==> config.mk <==
export PLATFORM = sky130hd
export DESIGN_NAME = adc_channel_average_calibrate
export DESIGN_NICKNAME = d
export VERILOG_FILES = /design/src/aca_pkg.sv /design/src/aca_div.sv /design/src/aca_dp.sv /design/src/aca_ctrl.sv /design/src/adc_channel_average_calibrate.sv
export SDC_FILE = /design/constraint.sdc
export NUM_CORES = 2
export LEC_CHECK = 0
export BUFFER_PORTS_ARGS = -buffer_cell sky130_fd_sc_hd__clkbuf_2
export CAP_MARGIN = 15
export CORE_MARGIN = 3
export CORE_UTILIZATION = 50
export CTS_CLUSTER_DIAMETER = 60
export DETAILED_ROUTE_END_ITERATION = 7
export PLACE_DENSITY_LB_ADDON = 0.25
export SETUP_SLACK_MARGIN = 0.1
export SLEW_MARGIN = 20
export SYNTH_ARGS = -nofsm -noshare
export SYNTH_HDL_FRONTEND = slang
export SYNTH_SLANG_ARGS = --single-unit
==> constraint.sdc <==
create_clock -name clk -period 9.8 [get_ports clk]
set_input_delay 0.98 -clock clk [delete_from_list [all_inputs] [get_ports clk]]
set_output_delay 0.98 -clock clk [all_outputs]
set_load 0.01 [all_outputs]
==> src/aca_pkg.sv <==
// Shared types and constants for the ADC channel averaging and calibration block.
`timescale 1ns / 1ps
package aca_pkg;

  localparam int NUM_CH     = 4;
  localparam int CH_W       = 2;
  localparam int SMP_W      = 16;
  localparam int CFG_IDX_W  = 3;
  localparam int CFG_DATA_W = 16;
  // divider: dividend covers supply*vref (28 bits), divisor covers 16-bit values
  localparam int DVD_W      = 28;
  localparam int DVS_W      = 16;
  localparam int OUT_DATA_W = 120;

  typedef enum logic [CFG_IDX_W-1:0] {
    REG_TS_CAL_LOW    = 3'd0,
    REG_TS_CAL_HIGH   = 3'd1,
    REG_VREF_CAL      = 3'd2,
    REG_SUPPLY_MV     = 3'd3,
    REG_CAL_TEMP_LOW  = 3'd4,
    REG_CAL_TEMP_HIGH = 3'd5
  } cfg_idx_t;

  typedef enum logic {
    DIV_TEMP,
    DIV_REF
  } div_op_t;

  typedef struct packed {
    logic            acc_en;
    logic            acc_last;
    logic [CH_W-1:0] acc_ch;
    logic            div_start;
    div_op_t         div_op;
    logic [CH_W-1:0] avg_ch;
    logic            avg_ld;
    logic            mul_ld;
    logic            temp_ld;
    logic            ref_ld;
    logic            out_ld;
  } aca_cmd_t;

  typedef struct packed {
    logic div_done;
  } aca_sts_t;

endpackage

==> src/aca_div.sv <==
// Iterative restoring unsigned divider, one quotient bit per cycle.
`timescale 1ns / 1ps
module aca_div (
  input  logic                      clk,
  input  logic                      rst_n,
  input  logic                      start,
  input  logic [aca_pkg::DVD_W-1:0] dividend,
  input  logic [aca_pkg::DVS_W-1:0] divisor,
  output logic                      done,
  output logic [aca_pkg::DVD_W-1:0] quotient
);
  import aca_pkg::*;

  localparam int CNT_W = $clog2(DVD_W);

  logic             busy_r;
  logic             done_r;
  logic [CNT_W-1:0] cnt_r;
  logic [DVS_W-1:0] rem_r;
  logic [DVS_W-1:0] dvs_r;
  logic [DVD_W-1:0] quo_r;

  logic [DVS_W:0]   rem_sh;
  logic             ge;
  logic [DVS_W-1:0] rem_nxt;
  logic [DVD_W-1:0] quo_nxt;

  always_comb begin
    rem_sh  = {rem_r, quo_r[DVD_W-1]};
    ge      = rem_sh >= {1'b0, dvs_r};
    rem_nxt = ge ? DVS_W'(rem_sh - {1'b0, dvs_r}) : rem_sh[DVS_W-1:0];
    quo_nxt = {quo_r[DVD_W-2:0], ge};
  end

  always_ff @(posedge clk) begin
    if (!rst_n) begin
      busy_r <= 1'b0;
      done_r <= 1'b0;
      cnt_r  <= '0;
    end else begin
      done_r <= 1'b0;
      if (start) begin
        busy_r <= 1'b1;
        cnt_r  <= '0;
      end else if (busy_r) begin
        cnt_r <= cnt_r + 1'b1;
        if (cnt_r == CNT_W'(DVD_W - 1)) begin
          busy_r <= 1'b0;
          done_r <= 1'b1;
        end
      end
    end
  end

  always_ff @(posedge clk) begin
    if (start) begin
      rem_r <= '0;
      quo_r <= dividend;
      dvs_r <= divisor;
    end else if (busy_r) begin
      rem_r <= rem_nxt;
      quo_r <= quo_nxt;
    end
  end

  assign done     = done_r;
  assign quotient = quo_r;

endmodule

==> src/aca_dp.sv <==
// Datapath: calibration registers, channel accumulators, averages, products and result.
`timescale 1ns / 1ps
module aca_dp #(
  parameter int SUM_W  = 19,
  parameter int ROUNDS = 8
) (
  input  logic                           clk,
  input  logic                           rst_n,
  input  logic                           cfg_wr_en,
  input  logic [aca_pkg::CFG_IDX_W-1:0]  cfg_index,
  input  logic [aca_pkg::CFG_DATA_W-1:0] cfg_wdata,
  input  logic [aca_pkg::SMP_W-1:0]      sample,
  input  aca_pkg::aca_cmd_t              cmd,
  output aca_pkg::aca_sts_t              sts,
  output logic [aca_pkg::OUT_DATA_W-1:0] out_data
);
  import aca_pkg::*;

  // floor(sum / ROUNDS) as (sum * RCP_M) >> RCP_K, exact for every SUM_W-bit sum
  localparam int RCP_K  = SUM_W + $clog2(ROUNDS);
  localparam int RCP_W  = SUM_W + 1;
  localparam int PROD_W = SUM_W + RCP_W;
  localparam logic [RCP_W-1:0] RCP_M =
    RCP_W'(((64'd1 << RCP_K) + 64'(ROUNDS) - 64'd1) / 64'(ROUNDS));

  // calibration registers
  logic [15:0]       ts_low_r;
  logic [15:0]       ts_high_r;
  logic [15:0]       vref_r;
  logic [11:0]       supply_r;
  logic signed [8:0] cal_low_r;
  logic signed [8:0] cal_high_r;

  logic [SUM_W-1:0]  sum_r  [NUM_CH];
  logic [SUM_W-1:0]  snap_r [NUM_CH];
  logic [15:0]       avg_r  [NUM_CH];

  logic [DVD_W-1:0]  p_in_r;
  logic [DVD_W-1:0]  p_bat_r;
  logic [DVD_W-1:0]  p_ref_r;
  logic [25:0]       tmag_r;
  logic [15:0]       span_mag_r;
  logic              tneg_r;
  logic              tfault_r;
  logic [9:0]        temp_r;
  logic [15:0]       ref_r;
  logic              rfault_r;
  logic [OUT_DATA_W-1:0] out_data_r;

  logic [DVD_W-1:0]  dvd;
  logic [DVS_W-1:0]  dvs;
  logic              div_done;
  logic [DVD_W-1:0]  quo;

  logic [PROD_W-1:0]  avg_prod;
  logic [31:0]        avg_q;
  logic [15:0]        avg_sat;

  logic signed [9:0]  dt;
  logic signed [16:0] ds;
  logic signed [26:0] dt_x;
  logic signed [26:0] ds_x;
  logic signed [26:0] prod;
  logic signed [16:0] span;
  logic signed [28:0] q_s;
  logic signed [28:0] t_s;
  logic signed [28:0] cal_low_x;
  logic [9:0]         temp_sat;
  logic [15:0]        quo_sat;

  always_ff @(posedge clk) begin
    if (!rst_n) begin
      ts_low_r   <= 16'd0;
      ts_high_r  <= 16'hFFFF;
      vref_r     <= 16'd0;
      supply_r   <= 12'd3300;
      cal_low_r  <= 9'sd30;
      cal_high_r <= 9'sd110;
    end else if (cfg_wr_en) begin
      unique case (cfg_index)
        REG_TS_CAL_LOW:    ts_low_r   <= cfg_wdata;
        REG_TS_CAL_HIGH:   ts_high_r  <= cfg_wdata;
        REG_VREF_CAL:      vref_r     <= cfg_wdata;
        REG_SUPPLY_MV:     supply_r   <= cfg_wdata[11:0];
        REG_CAL_TEMP_LOW:  cal_low_r  <= cfg_wdata[8:0];
        REG_CAL_TEMP_HIGH: cal_high_r <= cfg_wdata[8:0];
        default: ;
      endcase
    end
  end

  // accumulate; the closing sample goes straight into the snapshot
  always_ff @(posedge clk) begin
    if (!rst_n) begin
      for (int i = 0; i < NUM_CH; i++) sum_r[i] <= '0;
    end else if (cmd.acc_en) begin
      for (int i = 0; i < NUM_CH; i++) begin
        if (cmd.acc_last) begin
          sum_r[i] <= '0;
        end else if (cmd.acc_ch == CH_W'(i)) begin
          sum_r[i] <= sum_r[i] + SUM_W'(sample);
        end
      end
    end
  end

  always_ff @(posedge clk) begin
    if (cmd.acc_en && cmd.acc_last) begin
      for (int i = 0; i < NUM_CH; i++) begin
        snap_r[i] <= (cmd.acc_ch == CH_W'(i)) ? sum_r[i] + SUM_W'(sample) : sum_r[i];
      end
    end
  end

  // one channel average per cycle
  always_comb begin
    avg_prod = PROD_W'(snap_r[cmd.avg_ch]) * PROD_W'(RCP_M);
    avg_q    = 32'(avg_prod >> RCP_K);
    avg_sat  = (avg_q > 32'd65535) ? 16'hFFFF : avg_q[15:0];
  end

  always_comb begin
    case (cmd.div_op)
      DIV_TEMP: begin
        dvd = DVD_W'(tmag_r);
        dvs = span_mag_r;
      end
      DIV_REF: begin
        dvd = p_ref_r;
        dvs = avg_r[3];
      end
    endcase
  end

  aca_div u_div (
    .clk      (clk),
    .rst_n    (rst_n),
    .start    (cmd.div_start),
    .dividend (dvd),
    .divisor  (dvs),
    .done     (div_done),
    .quotient (quo)
  );

  assign sts.div_done = div_done;
  assign quo_sat      = (|quo[DVD_W-1:16]) ? 16'hFFFF : quo[15:0];

  // temperature terms, signed
  always_comb begin
    dt   = {cal_high_r[8], cal_high_r} - {cal_low_r[8], cal_low_r};
    ds   = {1'b0, avg_r[2]} - {1'b0, ts_low_r};
    dt_x = dt;
    ds_x = ds;
    prod = dt_x * ds_x;
    span = {1'b0, ts_high_r} - {1'b0, ts_low_r};
  end

  // signed quotient plus offset, then clamp to the 10-bit field
  always_comb begin
    q_s       = tneg_r ? -$signed({1'b0, quo}) : $signed({1'b0, quo});
    cal_low_x = cal_low_r;
    t_s       = q_s + cal_low_x;
    if (t_s > 29'sd511) begin
      temp_sat = 10'h1FF;
    end else if (t_s < -29'sd512) begin
      temp_sat = 10'h200;
    end else begin
      temp_sat = t_s[9:0];
    end
  end

  always_ff @(posedge clk) begin
    if (cmd.avg_ld) begin
      avg_r[cmd.avg_ch] <= avg_sat;
    end
    if (cmd.mul_ld) begin
      p_in_r     <= DVD_W'(avg_r[0]) * DVD_W'(supply_r);
      p_bat_r    <= DVD_W'(avg_r[1]) * DVD_W'(supply_r);
      p_ref_r    <= DVD_W'(supply_r) * DVD_W'(vref_r);
      tmag_r     <= prod[26] ? 26'(-prod) : 26'(prod);
      span_mag_r <= span[16] ? 16'(-span) : span[15:0];
      tneg_r     <= prod[26] ^ span[16];
      tfault_r   <= (span == 17'sd0);
    end
    if (cmd.temp_ld) begin
      temp_r <= tfault_r ? 10'd0 : temp_sat;
    end
    if (cmd.ref_ld) begin
      rfault_r <= (avg_r[3] == 16'd0);
      ref_r    <= (avg_r[3] == 16'd0) ? 16'hFFFF : quo_sat;
    end
    if (cmd.out_ld) begin
      out_data_r <= {2'b00, rfault_r, tfault_r, ref_r, temp_r,
                     p_bat_r[27:14], p_in_r[27:16],
                     avg_r[3], avg_r[2], avg_r[1], avg_r[0]};
    end
  end

  assign out_data = out_data_r;

endmodule

==> src/aca_ctrl.sv <==
// Controller: sample position, block-end calculation sequence and output handshake.
`timescale 1ns / 1ps
module aca_ctrl #(
  parameter int BLOCK_SAMPLES = 32
) (
  input  logic              clk,
  input  logic              rst_n,
  input  logic              in_tvalid,
  output logic              in_tready,
  output logic              out_tvalid,
  input  logic              out_tready,
  input  aca_pkg::aca_sts_t sts,
  output aca_pkg::aca_cmd_t cmd
);
  import aca_pkg::*;

  localparam int POS_W = $clog2(BLOCK_SAMPLES);

  typedef enum logic [3:0] {
    ST_IDLE,
    ST_AVG,
    ST_MUL,
    ST_TDIV_GO,
    ST_TDIV_WAIT,
    ST_RDIV_GO,
    ST_RDIV_WAIT,
    ST_RESULT
  } state_t;

  state_t           state_r;
  logic [POS_W-1:0] pos_r;
  logic [CH_W-1:0]  ch_r;
  logic             out_valid_r;

  logic last;
  logic accept;

  assign last      = (pos_r == POS_W'(BLOCK_SAMPLES - 1));
  // closing sample of a block waits until the previous block is finished
  assign in_tready = !(last && (state_r != ST_IDLE));
  assign accept    = in_tvalid && in_tready;

  always_comb begin
    cmd           = '0;
    cmd.acc_en    = accept;
    cmd.acc_last  = last;
    cmd.acc_ch    = pos_r[CH_W-1:0];
    cmd.avg_ch    = ch_r;
    cmd.div_op    = DIV_TEMP;
    unique case (state_r)
      ST_IDLE: ;
      ST_AVG:       cmd.avg_ld = 1'b1;
      ST_MUL:       cmd.mul_ld = 1'b1;
      ST_TDIV_GO: begin
        cmd.div_op    = DIV_TEMP;
        cmd.div_start = 1'b1;
      end
      ST_TDIV_WAIT: begin
        cmd.div_op  = DIV_TEMP;
        cmd.temp_ld = sts.div_done;
      end
      ST_RDIV_GO: begin
        cmd.div_op    = DIV_REF;
        cmd.div_start = 1'b1;
      end
      ST_RDIV_WAIT: begin
        cmd.div_op = DIV_REF;
        cmd.ref_ld = sts.div_done;
      end
      ST_RESULT:    cmd.out_ld = !out_valid_r || out_tready;
      default: ;
    endcase
  end

  always_ff @(posedge clk) begin
    if (!rst_n) begin
      state_r     <= ST_IDLE;
      pos_r       <= '0;
      ch_r        <= '0;
      out_valid_r <= 1'b0;
    end else begin
      if (accept) begin
        pos_r <= last ? '0 : pos_r + 1'b1;
      end

      if (cmd.out_ld) begin
        out_valid_r <= 1'b1;
      end else if (out_tready) begin
        out_valid_r <= 1'b0;
      end

      unique case (state_r)
        ST_IDLE: begin
          if (accept && last) begin
            ch_r    <= '0;
            state_r <= ST_AVG;
          end
        end
        ST_AVG: begin
          if (ch_r == CH_W'(NUM_CH - 1)) begin
            state_r <= ST_MUL;
          end else begin
            ch_r <= ch_r + 1'b1;
          end
        end
        ST_MUL:     state_r <= ST_TDIV_GO;
        ST_TDIV_GO: state_r <= ST_TDIV_WAIT;
        ST_TDIV_WAIT: begin
          if (sts.div_done) state_r <= ST_RDIV_GO;
        end
        ST_RDIV_GO: state_r <= ST_RDIV_WAIT;
        ST_RDIV_WAIT: begin
          if (sts.div_done) state_r <= ST_RESULT;
        end
        ST_RESULT: begin
          if (cmd.out_ld) state_r <= ST_IDLE;
        end
        default: state_r <= ST_IDLE;
      endcase
    end
  end

  assign out_tvalid = out_valid_r;

endmodule

==> src/adc_channel_average_calibrate.sv <==
// Top level: four-channel ADC oversampling averager with sensor calibration.
`timescale 1ns / 1ps
// Samples arrive on in_* one per cycle while in_tready is high, interleaved over four
// channels by position in the block; after BLOCK_SAMPLES samples one result request leaves
// on out_* carrying the four channel averages (sum / ROUNDS), input and battery voltage in
// mV, the two-point calibrated temperature and the reference voltage with two fault flags.
// The averages come from a reciprocal multiply, one channel per cycle; the temperature and
// reference quotients each run in turn through a single 28-step shift-subtract divider, and
// out_tvalid rises once the result is loaded into the output register, which waits until
// that register is free. Samples keep flowing during the calculation; only the sample that
// closes the next block waits until the previous result has been placed in the output
// register. Configuration is written through cfg_*; the user must write it only while idle,
// as the block itself does not enforce it.
module adc_channel_average_calibrate #(
  parameter int ROUNDS        = 8,
  parameter int BLOCK_SAMPLES = 32
) (
  input  logic                           clk,
  input  logic                           rst_n,
  input  logic                           cfg_wr_en,
  input  logic [aca_pkg::CFG_IDX_W-1:0]  cfg_index,
  input  logic [aca_pkg::CFG_DATA_W-1:0] cfg_wdata,
  input  logic                           in_tvalid,
  output logic                           in_tready,
  input  logic [15:0]                    in_tdata,   // sample_value[15:0]
  output logic                           out_tvalid,
  input  logic                           out_tready,
  // avg_input[15:0], avg_battery[31:16], avg_temp_sensor[47:32], avg_reference[63:48],
  // input_mv[75:64], battery_mv[89:76], temp_c[99:90], reference_mv[115:100],
  // temp_fault[116], reference_fault[117], zero[119:118]
  output logic [aca_pkg::OUT_DATA_W-1:0] out_tdata
);
  import aca_pkg::*;

  localparam int SUM_W = SMP_W + $clog2((BLOCK_SAMPLES + 3) / 4);

  aca_cmd_t cmd;
  aca_sts_t sts;

  aca_ctrl #(
    .BLOCK_SAMPLES (BLOCK_SAMPLES)
  ) u_ctrl (
    .clk        (clk),
    .rst_n      (rst_n),
    .in_tvalid  (in_tvalid),
    .in_tready  (in_tready),
    .out_tvalid (out_tvalid),
    .out_tready (out_tready),
    .sts        (sts),
    .cmd        (cmd)
  );

  aca_dp #(
    .SUM_W  (SUM_W),
    .ROUNDS (ROUNDS)
  ) u_dp (
    .clk       (clk),
    .rst_n     (rst_n),
    .cfg_wr_en (cfg_wr_en),
    .cfg_index (cfg_index),
    .cfg_wdata (cfg_wdata),
    .sample    (in_tdata),
    .cmd       (cmd),
    .sts       (sts),
    .out_data  (out_tdata)
  );

`ifndef SYNTH
  a_no_overwrite: assert property (@(posedge clk) disable iff (!rst_n)
    cmd.out_ld |-> (!out_tvalid || out_tready))
    else $error("pending result overwritten");

  a_temp_fault_zero: assert property (@(posedge clk) disable iff (!rst_n)
    (out_tvalid && out_tdata[116]) |-> (out_tdata[99:90] == 10'd0))
    else $error("temp_fault set with nonzero temp_c");

  a_ref_fault_sat: assert property (@(posedge clk) disable iff (!rst_n)
    (out_tvalid && out_tdata[117]) |-> (out_tdata[115:100] == 16'hFFFF))
    else $error("reference_fault set without saturated reference_mv");

  a_single_divide: assert property (@(posedge clk) disable iff (!rst_n)
    cmd.div_start |=> !cmd.div_start)
    else $error("divider restarted back to back");
`endif

endmodule
## Word-level counts from Yosys, hierarchy flattened

Memories as Yosys holds them, arrays and structs flattened. A register that Yosys moved wholly into a read port is not among the register bits.
Index checks and enable logic that the tools add are counted.

| storage, ports and cells | value |
|---|---|
| bits in writable memories | 216 |
| word-level logic and storage cells | 196 |
| memories kept | 3 |
| input bits | 40 |
| register bits after elaboration | 430 |

| cells by class | value |
|---|---|
| reductions and logical operators | 29 |
| $add $sub $neg | 15 |
| mux-type cells | 77 |
| bitwise logic cells | 12 |
| $lt $le $gt $ge | 4 |
| $mul | 4 |
| equal/unequal tests | 24 |

Memories:

| memory | words | bits a word | rd ports | clocked after memory_dff | write ports | line | text |
|---|---|---|---|---|---|---|---|
| u_dp.snap_r | 4 | 19 | 1 | 1 | 4 | aca_dp.sv:35 | `logic [SUM_W-1:0] snap_r [NUM_CH];` |
| u_dp.sum_r | 4 | 19 | 4 | 0 | 4 | aca_dp.sv:34 | `logic [SUM_W-1:0] sum_r [NUM_CH];` |
| u_dp.avg_r | 4 | 16 | 4 | 0 | 1 | aca_dp.sv:36 | `logic [15:0] avg_r [NUM_CH];` |

Operators by type and width:

| cell | number |
|---|---|
| 2-to-1 mux 19 bit | 12 |
| adder 19 x 16 -> 19 bit | 4 |
| multiplier 16 x 12 -> 28 bit | 2 |
| 2-to-1 mux 28 bit | 2 |
| case mux 28 bit (2 select lines) | 1 |
| 2-to-1 mux 16 bit | 3 |
| 2-to-1 mux 1 bit | 42 |
| subtractor 16 x 16 -> 17 bit | 2 |
| case mux 16 bit (2 select lines) | 1 |
| case mux 4 bit (8 select lines) | 1 |
| adder 29 x 9 -> 29 bit | 1 |
| greater-than comparator 29 x 10 -> 1 bit, second input constant | 1 |
| less-than comparator 29 x 10 -> 1 bit, second input constant | 1 |
| 2-to-1 mux 29 bit | 1 |
| negation 28 -> 29 bit | 1 |
| multiplier 12 x 16 -> 28 bit | 1 |
| multiplier 10 x 17 -> 27 bit | 1 |
| 2-to-1 mux 26 bit | 1 |
| negation 26 bit | 1 |
| 2-to-1 mux 4 bit | 5 |
| greater-or-equal comparator 17 x 16 -> 1 bit | 1 |
| zero test 17 bit | 1 |
| == test 4 x 3 -> 1 bit, second input constant | 4 |
| greater-than comparator 16 bit, second input constant | 1 |
| other kinds (38) | 74 |

## Longest topological paths before layout

| logic depth | value |
|---|---|
| word-level depth | 9 |
| gate-level depth with buffers | 37 |
| mapped depth without buffers | 34 |

## Cells and area by module

From an unflattened synthesis, not the netlist that was laid out.

| second synthesis, totals | value |
|---|---|
| cells, all modules | 5384 |
| area, all modules | 53652.7 µm² |

Modules (own cells, without submodules):

| module | area each (µm²) | cells an instance | instances |
|---|---|---|---|
| aca_dp | 49233.5 | 4958 | 1 |
| aca_div | 3702.3 | 338 | 1 |
| aca_ctrl | 716.9 | 88 | 1 |

## Worst setup path before layout

OpenSTA, ideal clock, no wires.

| timing path | value |
|---|---|
| path type | flip-flop to flip-flop |
| start | memory u_dp.avg_r[2][0] |
| end | register u_dp.tmag_r[24], data pin |
| arrival | 8352 ps |
| path slack | 1178 ps |
| cell stages (with the launch flop) | 34 |
| path through | edfxtp_1 -> inv_1 -> ha_1 -> fa_1 -> nor2b_1 -> o21ai_0 -> a21boi_0 -> o21ai_0 -> a21boi_0 -> o2111ai_1 -> nand4_1 -> o211ai_1 -> nand2b_1 -> a211oi_1 -> nand2_1 -> fa_1 -> inv_1 -> fa_1 -> fa_1 -> fa_1 -> inv_1 -> fa_1 -> inv_1 -> ha_1 -> and3_1 -> a221o_1 -> a31o_2 -> o31ai_2 -> o21ai_0 -> o21ai_0 -> or2b_2 -> xor2_1 -> o41ai_2 -> xor2_1 |

RTL lines:

| what | line | text |
|---|---|---|
| start: declaration | aca_dp.sv:36 |  |
| end signal: assignment | aca_dp.sv:180 | `tmag_r <= prod[26] ? 26'(-prod) : 26'(prod);` |
| end: declaration | aca_dp.sv:41 | `logic [25:0] tmag_r;` |

==> impl_metrics.ini <==
[power]
sw_frac_of_total_pct = 35.29
leakagePower_uw = 0.02567
clock_power_share_pct = 30.1
p_switching_uw = 3544
intPower_uw = 6498
ir_drop_uv = 200.7
p_per_area_nw_per_um2 = 171.2
p_comb_share_pct = 39.7
seqPwrFrac_pct = 30.2
p_total_uw = 10040

[placement]
place_area_um2 = 55800
port_buffers = 159
dp_hpwl_mm = 103.0
place_congestion = 0.8749

[sta]
worstMarginPinSlew_ns = 1.134
hold_viol_final = 0
finalCritPeriodShare_pct = 92.49
final_max_slew_viol_count = 0
max_freq_ghz = 0.1103
fin_crit_ns = 9.064
rsz0062_at_grt = no
skew_ns = 0.05862
holdWs_ns = 0.4141
setup_tns_ns = 0
setup_viol = 0
relSlewSlack_pct = 23.88

[route]
post_drt_wl_per_cell_um = 19.97
vias_per_cell = 5.555
vias = 38090
drtIter0Drc = 2748
drtPass1Iterations = 6
drcViolationCount = 0
ant_nets = 0
wl_mm = 136.9

[die]
boundaryPins = 162
fp.dieW_um = 333.3
coreArea_um2 = 105900
die-area_um2 = 111100
die_h_um = 333.3
fp-row-count = 119
initial_core_util_pct = 50.61

[synthesis]
synth_enable_flop_cells = 491
synth_async_sr_flop_share_pct = 0
yosysSeqAreaShare_pct = 31.78
synth.ff_latch_count = 605
yosys_warnings = 0
yosys.cell_types.count = 87
synth_area_um2 = 53570
syn_inst = 5309
synth_area_per_cell_um2 = 10.09
ys.flop_type = edfxtp_1

[worst_setup_path]
cp.required_ns = 10.18
crit_path_end_kind = register
r2r_start = u_dp.avg_r[2][0]$_DFFE_PP_
critPathLaunchType = register
cpMostUsedCell = fa_1
reg2reg_depth = 34
reg2reg_slack_ns = 0.74
worstSetupPathType = register to register
critPathMaxStageDelay_ns = 0.54
r2r_end = u_dp.tmag_r[24]$_DFFE_PP_
crit_fanout = 10
arrival_ns = 9.44
slowest_stage = fa_1

[global_route]
grt_max_degree = 72
grt_pass1_vias = 39020
grt.total_usage_pct = 25.13
grt_pass1_wl_mm = 218.7
antenna_found_initial = 7
overflow = 0

[clock_network]
htreeDepth = 3
post-cts-setup-buffer-count = 0
cts_inserted_buffers = 78
cts_tree = yes
clock_latency_ns = 0.67
clk_pin_slew_worst_paths_ns = 0.06
cts-resized-gates = 0
cts-root-buf = clkbuf_16
clock-sinks = 605
postCtsHoldBufs = 0
cts_buffer_depth = 3

[run]
drv_cap = 0

[layout]
finalCoreUtilization_pct = 55.41
area_growth_pct = 9.485
regArea_um2 = 17030
final_nets = 6428
fill_cells = 9165
mostFrequentLayoutCells = 787 x nand2_1, 734 x inv_1, 574 x fa_1
multiInputGateArea_um2 = 33100
final_common_cell = nand2_1
drive_gt1_share_pct = 9.429
fin_area_um2 = 58650

[min_path]
worstHoldStart = u_dp.p_bat_r[15]$_DFFE_PP_
min_path_type = register to register
hold_depth = 0
whs_endpoint = u_dp.out_data[77]$_DFFE_PP_

[outcome]
status = complete, no violations
worst max-delay path: cells and delay by family, from the launching register on:
family                     cells  cell delay (ns)
buffers and inverters          5             0.41
adders and majority gates      8             3.58
DFF                            1             0.35
and+or+nand+nor                6             1.14
AOI/OAI and AO/OA             13             3.05
xor gates and xnor gates       2             0.27
Yosys cell counts (6+ instances only):
| cell type | n | share of area, % |
|---|---|---|
| dfxtp_1 | 114 | 4.3 |
| a21oi_1 | 139 | 1.3 |
| nand2_1 | 787 | 5.5 |
| a211oi_1 | 37 | 0.52 |
| or4_1 | 7 | 0.098 |
| fa_1 | 574 | 21 |
| or2_2 | 37 | 0.43 |
| mux4_2 | 16 | 0.67 |
| nand4b_1 | 7 | 0.11 |
| o31ai_1 | 20 | 0.28 |
| mux2i_1 | 36 | 0.67 |
| xnor2_1 | 206 | 3.4 |
| clkbuf_1 | 196 | 1.4 |
| edfxtp_1 | 491 | 28 |
| a31oi_1 | 21 | 0.25 |
| nand3_1 | 110 | 1.0 |
| mux2_2 | 70 | 1.5 |
| o2111ai_1 | 10 | 0.16 |
| o21bai_1 | 14 | 0.20 |
| and3_1 | 78 | 0.91 |
| nor4_1 | 15 | 0.18 |
| nand4_1 | 26 | 0.30 |
| inv_1 | 735 | 5.1 |
| nand2b_1 | 40 | 0.47 |
| nor2_1 | 258 | 1.8 |
| nand3b_1 | 6 | 0.084 |
| xor2_1 | 72 | 1.2 |
| o21a_1 | 26 | 0.36 |
| o41ai_1 | 9 | 0.15 |
| and2_1 | 204 | 2.4 |
| or3_1 | 20 | 0.23 |
| nor3_1 | 77 | 0.72 |
| o211ai_1 | 19 | 0.27 |
| a21boi_0 | 63 | 0.88 |
| ha_1 | 415 | 9.7 |
| a21o_1 | 54 | 0.76 |
| o21ai_0 | 128 | 1.2 |
| nor2b_1 | 67 | 0.78 |
cell families (layout without fill, tap and decap cells):
kind of cell,after synthesis,in the layout,synth area share (%)
XOR/XNOR,279,279,4.596
flip-flops,605,605,31.78
other,1,5,0.007000
AO/OA/AOI/OAI,607,607,7.513
AND/OR/NAND/NOR,1765,1765,15.51
adder cells (fa/ha/maj),989,989,31.14
multiplexers,122,122,2.817
buffers and inverters,941,1093,6.635
power by group through the flow:
stage,sequential (µW),combinational [µW],clock (µW)
2_1_floorplan,3070,3210,0
3_3_place_gp,3080,3890,0
3_5_place_dp,3090,3970,0
4_1_cts,3030,4000,3080
5_1_grt,3040,4560,3180
6_report,3030,3990,3020
flip-flops by register name, indices dropped and copies added (netlist names), 26 cells and up, named ones only:
signal               flops
u_dp.out_data          118
u_dp.sum_r              76
u_dp.avg_r              64
u_dp.snap_r             64
u_dp.p_ref_r            28
u_dp.u_div.quotient     28
u_dp.tmag_r             26
worst max path at each step:
| stage | from | end |
|---|---|---|
| 2_1_floorplan | u_dp.avg_r[2][0]$_DFFE_PP_ | u_dp.tmag_r[24]$_DFFE_PP_ |
| 3_3_place_gp | u_dp.avg_r[2][0]$_DFFE_PP_ | u_dp.tmag_r[25]$_DFFE_PP_ |
| 3_5_place_dp | u_dp.avg_r[2][0]$_DFFE_PP_ | u_dp.tmag_r[25]$_DFFE_PP_ |
| 4_1_cts | u_dp.avg_r[2][0]$_DFFE_PP_ | u_dp.tmag_r[25]$_DFFE_PP_ |
| 5_1_grt | u_dp.avg_r[2][0]$_DFFE_PP_ | u_dp.tmag_r[24]$_DFFE_PP_ |
| 6_report | u_dp.avg_r[2][0]$_DFFE_PP_ | u_dp.tmag_r[24]$_DFFE_PP_ |
layer usage:
layer | GRT usage [%] | vias up | part of all wire [%]
met5 | 0 | - | 0.032
met4 | 8.287 | 8 | 3.2
li1 | - | 17690 | -
met3 | 4.224 | 214 | 6.8
met1 | 34.62 | 19000 | 44
met2 | 40.65 | 1177 | 46
area by class of cell:
class                      count  area share, %
multi-input combinational   3764          56.43
timing repair buffer         215          2.095
tap                         1391          2.967
clock buffer                  97          3.678
antenna                        3        0.01280
clock inverter                46          1.071
sequential                   605          29.04
inverter                     735          4.704
through the flow:
| step | cells | setup slack [ns] |
|---|---|---|
| CTS | 6852 | 0.6742 |
| global route | 6854 | 0.1448 |
| finish | 6856 | 0.7356 |
| global placement | 6709 | 0.8009 |
| floorplan | 5310 | 1.178 |
| detailed placement | 6709 | 0.7067 |
(Power assumes the default switching activity.)
